File: config.mk
export PLATFORM = sky130hd
export DESIGN_NAME = wlan_mgmt_frame_classifier
export DESIGN_NICKNAME = d
export VERILOG_FILES = /design/src/hdl/wmfc_pkg.sv /design/src/hdl/wlan_mgmt_frame_classifier.sv /design/src/hdl/wmfc_parser.sv /design/src/hdl/wmfc_emitter.sv
export SDC_FILE = /design/constraint.sdc
export NUM_CORES = 1
export LEC_CHECK = 0
export ABC_AREA = 0
export BUFFER_PORTS_ARGS = -buffer_cell sky130_fd_sc_hd__buf_2
export CORE_AREA = 2 2 184 186
export CTS_CLUSTER_SIZE = 28
export DETAILED_ROUTE_END_ITERATION = 7
export DIE_AREA = 0 0 186 188
export PLACE_DENSITY_LB_ADDON = 0.3
export SLEW_MARGIN = 0
export SYNTH_ARGS = -nofsm -noshare
export SYNTH_HDL_FRONTEND = slang
export SYNTH_SLANG_ARGS = --single-unit
export TNS_END_PERCENT = 100
File: constraint.sdc
create_clock -name clock -period 4.8 [get_ports clock]
set_input_delay 0.72 -clock clock [delete_from_list [all_inputs] [get_ports clock]]
set_output_delay 0.72 -clock clock [all_outputs]
set_load 0.02 [all_outputs]
File: src/hdl/wmfc_pkg.sv
// Shared types and constants for the management frame classifier.
// Used by wmfc_parser, wmfc_emitter and wlan_mgmt_frame_classifier.
`timescale 1ns / 1ps
package wmfc_pkg;

   // Frame and SSID limits
   localparam int MAX_SSID_BYTES  = 32;
   localparam int MAX_FRAME_BYTES = 4095;
   localparam int COUNT_W         = $clog2(MAX_FRAME_BYTES + 1);
   localparam int SSID_IDX_W      = (MAX_SSID_BYTES > 1) ? $clog2(MAX_SSID_BYTES) : 1;
   localparam int SSID_LEN_W      = 6;

   // Frame layout
   localparam int MIN_FRAME_BYTES = 24;
   localparam int BEACON_SSID_OFS = 36;
   localparam int PROBE_SSID_OFS  = 24;
   localparam int BEACON_ADDR_OFS = 16;
   localparam int PROBE_ADDR_OFS  = 10;
   localparam int ADDR_BYTES      = 6;

   // Frame control, low octet
   localparam logic [7:0] FC_TYPE_MASK    = 8'h0C;
   localparam logic [7:0] FC_SUBTYPE_MASK = 8'hF0;
   localparam logic [1:0] FC_TYPE_MGMT    = 2'd0;

   localparam logic [3:0] SUBTYPE_DEAUTH    = 4'hC;
   localparam logic [3:0] SUBTYPE_DISASSOC  = 4'hA;
   localparam logic [3:0] SUBTYPE_BEACON    = 4'h8;
   localparam logic [3:0] SUBTYPE_PROBE_REQ = 4'h4;

   // Printable range and replacement character
   localparam logic [7:0] PRINT_LOW  = 8'd32;
   localparam logic [7:0] PRINT_HIGH = 8'd127;
   localparam logic [7:0] SUBST_CHAR = 8'h2E;

   typedef enum logic [1:0] {
      KIND_BEACON    = 2'd0,
      KIND_PROBE_REQ = 2'd1,
      KIND_DEAUTH    = 2'd2
   } frame_kind_type;

   // Fields held for the frame being reported
   typedef struct packed {
      frame_kind_type      kind;
      logic [47:0]         address;
      logic signed [7:0]   strength;
      logic [3:0]          channel;
   } frame_info_type;

   // Request from the parser to start a result run
   typedef struct packed {
      logic                  start;
      logic [SSID_LEN_W-1:0] len;
   } run_req_type;

endpackage

File: src/hdl/wlan_mgmt_frame_classifier.sv
// Run start: the accepted last byte of a reported frame sets busy, and the result register then loads its first result.
// Throughput: one byte per cycle while no run is being sent; after a reported frame,
// req_tready stays low until all of its results (1 to 32) are loaded, and rsp_tready can hold them back.
// Reset: synchronous, active high; clears frame state, run state and rsp_tvalid; the SSID
// store is not cleared, since only characters written in the same frame are read.
// Top level of the frame classifier; depends on wmfc_pkg, wmfc_parser, wmfc_emitter.
`timescale 1ns / 1ps
module wlan_mgmt_frame_classifier
   import wmfc_pkg::*;
(
   input  logic        clock,
   input  logic        reset,
   input  logic        req_tvalid,
   output logic        req_tready,
   input  logic [23:0] req_tdata,   // data_byte[7:0], signal_strength[15:8],
                                    // radio_channel[19:16], zero[23:20]
   input  logic        req_tuser,   // frame_start
   input  logic        req_tlast,   // frame_end
   output logic        rsp_tvalid,
   input  logic        rsp_tready,
   output logic [79:0] rsp_tdata,   // station_address[47:0], strength_out[55:48],
                                    // channel_out[59:56], ssid_length[65:60],
                                    // char_position[70:66], ssid_char[78:71], zero[79]
   output logic [1:0]  rsp_tuser,   // frame_kind
   output logic        rsp_tlast    // last_of_run
);

   logic                  byte_accept;
   logic                  busy;
   logic [SSID_IDX_W-1:0] rd_index;
   logic [7:0]            rd_char;
   frame_info_type        info;
   run_req_type           run_req;
   frame_kind_type        rsp_kind;
   logic [47:0]           rsp_address;
   logic signed [7:0]     rsp_strength;
   logic [3:0]            rsp_channel;
   logic [SSID_LEN_W-1:0] rsp_length;
   logic [4:0]            rsp_position;
   logic [7:0]            rsp_char;

   // Take a word whenever no run is being sent
   assign req_tready  = !busy;
   assign byte_accept = req_tvalid && req_tready;

   wmfc_parser u_parser (
      .clock           (clock),
      .reset           (reset),
      .byte_accept     (byte_accept),
      .data_byte       (req_tdata[7:0]),
      .frame_start     (req_tuser),
      .frame_end       (req_tlast),
      .signal_strength (req_tdata[15:8]),
      .radio_channel   (req_tdata[19:16]),
      .rd_index        (rd_index),
      .rd_char         (rd_char),
      .info            (info),
      .run_req         (run_req)
   );

   wmfc_emitter u_emitter (
      .clock        (clock),
      .reset        (reset),
      .run_req      (run_req),
      .info         (info),
      .rd_char      (rd_char),
      .rd_index     (rd_index),
      .busy         (busy),
      .rsp_valid    (rsp_tvalid),
      .rsp_ready    (rsp_tready),
      .rsp_kind     (rsp_kind),
      .rsp_address  (rsp_address),
      .rsp_strength (rsp_strength),
      .rsp_channel  (rsp_channel),
      .rsp_length   (rsp_length),
      .rsp_position (rsp_position),
      .rsp_char     (rsp_char),
      .rsp_last     (rsp_tlast)
   );

   // Pack the result word
   assign rsp_tdata = {1'b0, rsp_char, rsp_position, rsp_length, rsp_channel,
                       rsp_strength, rsp_address};
   assign rsp_tuser = rsp_kind;

endmodule

File: src/hdl/wmfc_parser.sv
// Byte parser: frame position counter, header decode, address and SSID capture.
// Depends on wmfc_pkg.
`timescale 1ns / 1ps
module wmfc_parser
   import wmfc_pkg::*;
(
   input  logic                  clock,
   input  logic                  reset,
   input  logic                  byte_accept,
   input  logic [7:0]            data_byte,
   input  logic                  frame_start,
   input  logic                  frame_end,
   input  logic signed [7:0]     signal_strength,
   input  logic [3:0]            radio_channel,
   input  logic [SSID_IDX_W-1:0] rd_index,
   output logic [7:0]            rd_char,
   output frame_info_type        info,
   output run_req_type           run_req
);

   localparam int POS_W = COUNT_W + 1;

   logic [COUNT_W-1:0]    byte_count_ff, byte_count_in;
   frame_kind_type        kind_ff, kind_in;
   logic                  keep_ff, keep_in;
   logic [47:0]           address_ff, address_in;
   logic                  tag_ok_ff, tag_ok_in;
   logic [7:0]            raw_len_ff, raw_len_in;
   logic signed [7:0]     strength_ff, strength_in;
   logic [3:0]            channel_ff, channel_in;
   logic [7:0]            store_ff [MAX_SSID_BYTES];

   logic [COUNT_W-1:0]    pos;
   logic [COUNT_W-1:0]    total;
   logic [POS_W-1:0]      pos_x;
   logic [POS_W-1:0]      total_x;
   logic [POS_W-1:0]      addr_ofs;
   logic [POS_W-1:0]      ssid_ofs;
   logic [POS_W-1:0]      store_ofs;
   logic [POS_W-1:0]      ssid_end_x;
   logic [1:0]            fc_type;
   logic [3:0]            fc_subtype;
   logic                  store_we;
   logic [SSID_IDX_W-1:0] store_waddr;
   logic [7:0]            store_wdata;
   logic [SSID_LEN_W-1:0] capped_len;
   logic [SSID_LEN_W-1:0] run_len;

   // Position of this byte in its frame
   always_comb begin
      pos       = frame_start ? '0 : byte_count_ff;
      total     = (pos != COUNT_W'(MAX_FRAME_BYTES)) ? pos + 1'b1 : pos;
      pos_x     = {1'b0, pos};
      total_x   = {1'b0, total};
      fc_type   = data_byte[3:2] & FC_TYPE_MASK[3:2];
      fc_subtype = data_byte[7:4] & FC_SUBTYPE_MASK[7:4];
      addr_ofs  = (kind_ff == KIND_BEACON) ? POS_W'(BEACON_ADDR_OFS)
                                           : POS_W'(PROBE_ADDR_OFS);
      ssid_ofs  = (kind_ff == KIND_BEACON) ? POS_W'(BEACON_SSID_OFS)
                                           : POS_W'(PROBE_SSID_OFS);
      store_ofs = pos_x - ssid_ofs - POS_W'(2);
   end

   // Update the frame state for an accepted byte
   always_comb begin
      byte_count_in = byte_count_ff;
      kind_in       = kind_ff;
      keep_in       = keep_ff;
      address_in    = address_ff;
      tag_ok_in     = tag_ok_ff;
      raw_len_in    = raw_len_ff;
      strength_in   = strength_ff;
      channel_in    = channel_ff;
      store_we      = 1'b0;
      store_waddr   = store_ofs[SSID_IDX_W-1:0];
      store_wdata   = ((data_byte >= PRINT_LOW) && (data_byte < PRINT_HIGH)) ?
                      data_byte : SUBST_CHAR;
      if (byte_accept) begin
         byte_count_in = frame_end ? '0 : total;
         if (pos == '0) begin
            // First byte: latch radio info, decode frame control
            strength_in = signal_strength;
            channel_in  = radio_channel;
            address_in  = '0;
            tag_ok_in   = 1'b0;
            raw_len_in  = '0;
            keep_in     = 1'b0;
            kind_in     = KIND_BEACON;
            if (fc_type == FC_TYPE_MGMT) begin
               if (fc_subtype == SUBTYPE_DEAUTH ||
                   fc_subtype == SUBTYPE_DISASSOC) begin
                  kind_in = KIND_DEAUTH;
                  keep_in = 1'b1;
               end else if (fc_subtype == SUBTYPE_BEACON) begin
                  kind_in = KIND_BEACON;
                  keep_in = 1'b1;
               end else if (fc_subtype == SUBTYPE_PROBE_REQ) begin
                  kind_in = KIND_PROBE_REQ;
                  keep_in = 1'b1;
               end
            end
         end else if (keep_ff && kind_ff != KIND_DEAUTH) begin
            // Shift in address octets
            if (pos_x >= addr_ofs && pos_x < addr_ofs + POS_W'(ADDR_BYTES)) begin
               address_in = {address_ff[39:0], data_byte};
            end
            // SSID element: tag, length, then characters
            if (pos_x == ssid_ofs) begin
               tag_ok_in = (data_byte == 8'd0);
            end else if (pos_x == ssid_ofs + POS_W'(1)) begin
               raw_len_in = data_byte;
            end else if (pos_x >= ssid_ofs + POS_W'(2) &&
                         pos_x < ssid_ofs + POS_W'(2 + MAX_SSID_BYTES)) begin
               store_we = 1'b1;
            end
         end
      end
   end

   // Decide the result run at the frame's last byte
   always_comb begin
      capped_len = (raw_len_ff > 8'(MAX_SSID_BYTES)) ? SSID_LEN_W'(MAX_SSID_BYTES)
                                                     : raw_len_ff[SSID_LEN_W-1:0];
      ssid_end_x = ssid_ofs + POS_W'(2) + POS_W'(capped_len);
      run_len    = '0;
      if (kind_ff != KIND_DEAUTH && tag_ok_ff &&
          ssid_ofs + POS_W'(2) <= total_x && ssid_end_x <= total_x) begin
         run_len = capped_len;
      end
      run_req.start = byte_accept && frame_end && keep_ff &&
                      (total >= COUNT_W'(MIN_FRAME_BYTES));
      run_req.len   = run_len;
   end

   // Hold frame state
   always_ff @(posedge clock) begin
      if (reset) begin
         byte_count_ff <= '0;
         kind_ff       <= KIND_BEACON;
         keep_ff       <= 1'b0;
         address_ff    <= '0;
         tag_ok_ff     <= 1'b0;
         raw_len_ff    <= '0;
         strength_ff   <= '0;
         channel_ff    <= '0;
      end else begin
         byte_count_ff <= byte_count_in;
         kind_ff       <= kind_in;
         keep_ff       <= keep_in;
         address_ff    <= address_in;
         tag_ok_ff     <= tag_ok_in;
         raw_len_ff    <= raw_len_in;
         strength_ff   <= strength_in;
         channel_ff    <= channel_in;
      end
   end

   // SSID character store
   always_ff @(posedge clock) begin
      if (store_we) begin
         store_ff[store_waddr] <= store_wdata;
      end
   end

   assign rd_char       = store_ff[rd_index];
   assign info.kind     = kind_ff;
   assign info.address  = address_ff;
   assign info.strength = strength_ff;
   assign info.channel  = channel_ff;

endmodule

File: src/hdl/wmfc_emitter.sv
// Result sequencer: walks the SSID store and fills the result register.
// Depends on wmfc_pkg.
`timescale 1ns / 1ps
module wmfc_emitter
   import wmfc_pkg::*;
(
   input  logic                  clock,
   input  logic                  reset,
   input  run_req_type           run_req,
   input  frame_info_type        info,
   input  logic [7:0]            rd_char,
   output logic [SSID_IDX_W-1:0] rd_index,
   output logic                  busy,
   output logic                  rsp_valid,
   input  logic                  rsp_ready,
   output frame_kind_type        rsp_kind,
   output logic [47:0]           rsp_address,
   output logic signed [7:0]     rsp_strength,
   output logic [3:0]            rsp_channel,
   output logic [SSID_LEN_W-1:0] rsp_length,
   output logic [4:0]            rsp_position,
   output logic [7:0]            rsp_char,
   output logic                  rsp_last
);

   logic                  busy_ff, busy_in;
   logic [SSID_IDX_W-1:0] idx_ff, idx_in;
   logic [SSID_LEN_W-1:0] len_ff, len_in;
   logic                  valid_ff, valid_in;
   logic                  load;
   logic                  at_last;

   frame_kind_type        kind_ff;
   logic [47:0]           address_ff;
   logic signed [7:0]     strength_ff;
   logic [3:0]            channel_ff;
   logic [SSID_LEN_W-1:0] length_ff;
   logic [4:0]            position_ff;
   logic [7:0]            char_ff;
   logic                  last_ff;

   // Advance through the run while the result register has room
   always_comb begin
      load    = busy_ff && (!valid_ff || rsp_ready);
      at_last = (len_ff == '0) ||
                (SSID_LEN_W'(idx_ff) + SSID_LEN_W'(1) == len_ff);
      busy_in = busy_ff;
      idx_in  = idx_ff;
      len_in  = len_ff;
      if (run_req.start) begin
         busy_in = 1'b1;
         idx_in  = '0;
         len_in  = run_req.len;
      end else if (load) begin
         if (at_last) begin
            busy_in = 1'b0;
         end else begin
            idx_in = idx_ff + 1'b1;
         end
      end
      if (load) begin
         valid_in = 1'b1;
      end else if (rsp_ready) begin
         valid_in = 1'b0;
      end else begin
         valid_in = valid_ff;
      end
   end

   // Control state
   always_ff @(posedge clock) begin
      if (reset) begin
         busy_ff  <= 1'b0;
         idx_ff   <= '0;
         len_ff   <= '0;
         valid_ff <= 1'b0;
      end else begin
         busy_ff  <= busy_in;
         idx_ff   <= idx_in;
         len_ff   <= len_in;
         valid_ff <= valid_in;
      end
   end

   // Result register
   always_ff @(posedge clock) begin
      if (load) begin
         kind_ff     <= info.kind;
         address_ff  <= (info.kind == KIND_DEAUTH) ? '0 : info.address;
         strength_ff <= info.strength;
         channel_ff  <= info.channel;
         length_ff   <= len_ff;
         position_ff <= 5'(idx_ff);
         char_ff     <= (len_ff == '0) ? 8'd0 : rd_char;
         last_ff     <= at_last;
      end
   end

   assign rd_index     = idx_ff;
   assign busy         = busy_ff;
   assign rsp_valid    = valid_ff;
   assign rsp_kind     = kind_ff;
   assign rsp_address  = address_ff;
   assign rsp_strength = strength_ff;
   assign rsp_channel  = channel_ff;
   assign rsp_length   = length_ff;
   assign rsp_position = position_ff;
   assign rsp_char     = char_ff;
   assign rsp_last     = last_ff;

endmodule
==> impl_metrics.ini <==
[run_status]
outcome = completed

[floorplanning]
initial_core_util_pct = 54.2
rows = 67
design.core.area_um2 = 33100
fp.dieH_um = 188
die-area_um2 = 35000
io_pins = 115
die_w_um = 186

[cts]
path_clk_slew_ns = 0.06
worstSkewPairLatency_ns = 0.54
cts_resized = 0
root_buffer = clkbuf_16
cts_tree = built
htree_levels = 2
hold_buffers = 0
post_cts_buffers = 0
cts_sinks = 435
numCtsBuffers = 43
cts_buffer_depth = 3

[route]
vias_per_cell = 5.72
num_vias = 10600
drt_iter0_drc = 871
avgRoutedWirePerCell_um = 20.6
routed_wl_um = 38100
ant_nets = 0
first_pass_iters = 5
drc = 0

[pwr]
pwr_density_cell_nw_per_um2 = 367
ir_worst_vdd_mv = 0.281
p_leak_nw = 6.92

[logic_synthesis]
synth_edf_count = 338
synthArstFlopShare_pct = 0
ys_warn_count = 0
avgSynthCellArea_um2 = 14.9
ys.flop_type = edfxtp_1
synthCells = 1202
syn_area_um2 = 18000
synth.distinct_cells = 68
synth_seq_area_share_pct = 67.3
synth_seq_cells = 435

[placed_design]
placed_cell_area_um2 = 19300
numPortBuffers = 109
gp_congestion = 0.825
pre_cts_ws_ns = 0.440
post-dp-hpwl_um = 24400

[timing]
tightest_slew_ns = 1.26
fmax_mhz = 256
min_period_ns = 3.90
rsz0062_at_grt = no
final-hold-violation-count = 0
setup_viol = 0
slew_headroom_pct = 16.0
setup_ws_ns = 0.900
drv_slew = 0
setup_tns_ns = 0
finalCritPeriodShare_pct = 81.3
clock_skew_ns = 0.0167

[cells_and_area]
fin_nets = 1430
fillers = 2421
syn2layout_area_growth_pct = 15.3
multi_input_area_um2 = 5590
regArea_um2 = 12100
stdcell_area_um2 = 20700
diodes = 0
drive_above_1_share_pct = 23.5

[global_routing]
grt_overflow = 0
first_global_vias = 10400
track_usage_pct = 22.1
antenna_found_initial = 0
grt_max_degree = 79
grt_pass1_wl_um = 59000

[setup_path]
rrSetupSlack_ns = 0.90
worstSetupStartpointType = register
cp-end-kind = register
crit_arrival_ns = 4.06
path_max_fanout = 12
worstSetupPathType = reg2reg
crit_required_ns = 4.96

[flow_run]
drv_cap = 0

[min_path]
hold_path.class = in2reg
==> final timing paths <==
path	startpoint	end	cells after the start
worst max-delay path	u_parser.kind_ff[1]$_SDFFE_PP0P_	u_parser.store_ff[12][7]$_DFFE_PP_	10
worst min-delay path	req_tdata[9]	u_parser.strength_ff[1]$_SDFFE_PP0P_	3
worst max register to register	u_parser.kind_ff[1]$_SDFFE_PP0P_	u_parser.store_ff[12][7]$_DFFE_PP_	10
worst min register to register	u_parser.channel_ff[3]$_SDFFE_PP0P_	u_emitter.rsp_channel[3]$_DFFE_PP_	0
==> where the power goes <==
group	leakage [nW]	total, W	internal [W]	switching, W
combinational	2.47	0.000146	0.0000361	0.000110
clock	0.688	0.00341	0.00202	0.00139
sequential	3.77	0.00405	0.00405	0.00000405
==> worst max-delay path, cell delays in order, from the launching register on <==
cell      delay (ns)
dfxtp_1         0.33
or2_2           0.45
inv_1           0.42
ha_1            0.38
nand3b_1        0.14
or3b_2          0.17
o21ai_0         0.10
nor3_1          0.17
o311ai_0        0.26
or2_2           0.46
nor2_1          0.65
==> per-layer routing <==
layer | GRT usage [%] | part of all wire (%) | vias to the layer above
li1 | - | - | 4861
met1 | 30.5 | 42 | 5233
met2 | 35.7 | 48 | 397
met3 | 4.99 | 7.6 | 59
met4 | 6.00 | 2.1 | 0
met5 | 0 | 0 | -
==> sequential cells by signal, summed over array words and instances (netlist names), 6 cells and up <==
signal	flops
u_emitter.rsp_char	8
u_emitter.rsp_strength	8
u_emitter.rsp_address	48
u_parser.raw_len_ff	8
u_parser.strength_ff	8
u_parser.store_ff	256
u_parser.byte_count_ff	12
u_parser.address_ff	48
u_emitter.rsp_length	6
u_emitter.len_ff	6
==> through the flow <==
step | hold WS (ns) | utilization, % | std cells | total power, W
after global routing | 0.415 | 62.5 | 1846 | 0.00781
after CTS | 0.399 | 62.5 | 1846 | 0.00765
final | 0.416 | 62.5 | 1846 | 0.00760
after global placement | 0.410 | 58.2 | 1768 | 0.00427
after floorplan | 0.408 | - | 1234 | 0.00422
after detailed placement | 0.413 | 58.2 | 1768 | 0.00428
==> area by class of cell <==
| type | count | area share, % |
|---|---|---|
| Sequential cell | 435 | 58.4 |
| Inverter | 26 | 0.477 |
| Clock inverter | 22 | 1.37 |
| Multi-Input combinational cell | 701 | 27.0 |
| Timing Repair Buffer | 158 | 4.47 |
| Clock buffer | 56 | 5.54 |
| Tap cell | 448 | 2.71 |
==> layout by cell type (no fill, tap or decap), types with 11 or more instances in the layout <==
master / n
nand2b_1: 11
a21oi_1: 45
dfxtp_1: 95
ha_1: 33
clkbuf_1: 12
and2_1: 54
conb_1: 33
clkbuf_16: 44
nor2_1: 128
buf_2: 109
edfxtp_1: 338
a22oi_1: 51
inv_1: 25
o21ai_0: 11
nand3_1: 26
xnor2_1: 17
nand2_1: 64
nor3_1: 25
buf_4: 48
mux4_2: 80
==> synth_stat cells (2+ instances only) <==
master,number,area (um2)
nor2b_1,8,50.1
a22oi_1,51,383
nand2_1,64,240
fa_1,2,40.0
a31o_2,2,17.5
buf_2,15,75.1
buf_1,4,15.0
mux2i_1,10,100
dfxtp_1,97,1940
edfxtp_1,338,10100
nor3b_1,2,15.0
xor2_1,7,61.3
a21oi_1,45,225
nand4_1,6,37.5
or3b_2,2,17.5
and2_1,54,338
o211ai_1,3,22.5
ha_1,33,413
mux4_2,80,1800
o21ai_0,11,55.1
nand3_1,26,130
nand2b_1,11,68.8
o21a_1,2,15.0
buf_4,4,30.0
o31a_1,2,17.5
nor2_1,128,480
a311oi_1,2,17.5
o2bb2ai_1,6,52.6
a31oi_1,7,43.8
nor3_1,26,130
a211oi_1,5,37.5
clkbuf_1,47,176
inv_1,26,97.6
nor4_1,9,56.3
o21ba_2,2,20.0
a211o_1,4,35.0
a21o_1,3,22.5
xnor2_1,17,149
or2_2,5,31.3
nand3b_1,8,60.1
==> cells by family (layout without fill, tap and decap cells) <==
group / after synthesis / after routing / share of synthesized area (%)
flip-flops: 435 / 435 / 67.3
AND/OR/NAND/NOR: 364 / 364 / 10.2
AO/OA/AOI/OAI: 154 / 154 / 5.81
buffers and inverters: 98 / 262 / 2.29
multiplexers: 91 / 91 / 10.7
adder cells (fa/ha/maj): 35 / 35 / 2.52
XOR/XNOR: 24 / 24 / 1.17
other: 1 / 33 / 0.0209
Note: power is estimated with default switching activity, not from simulation.
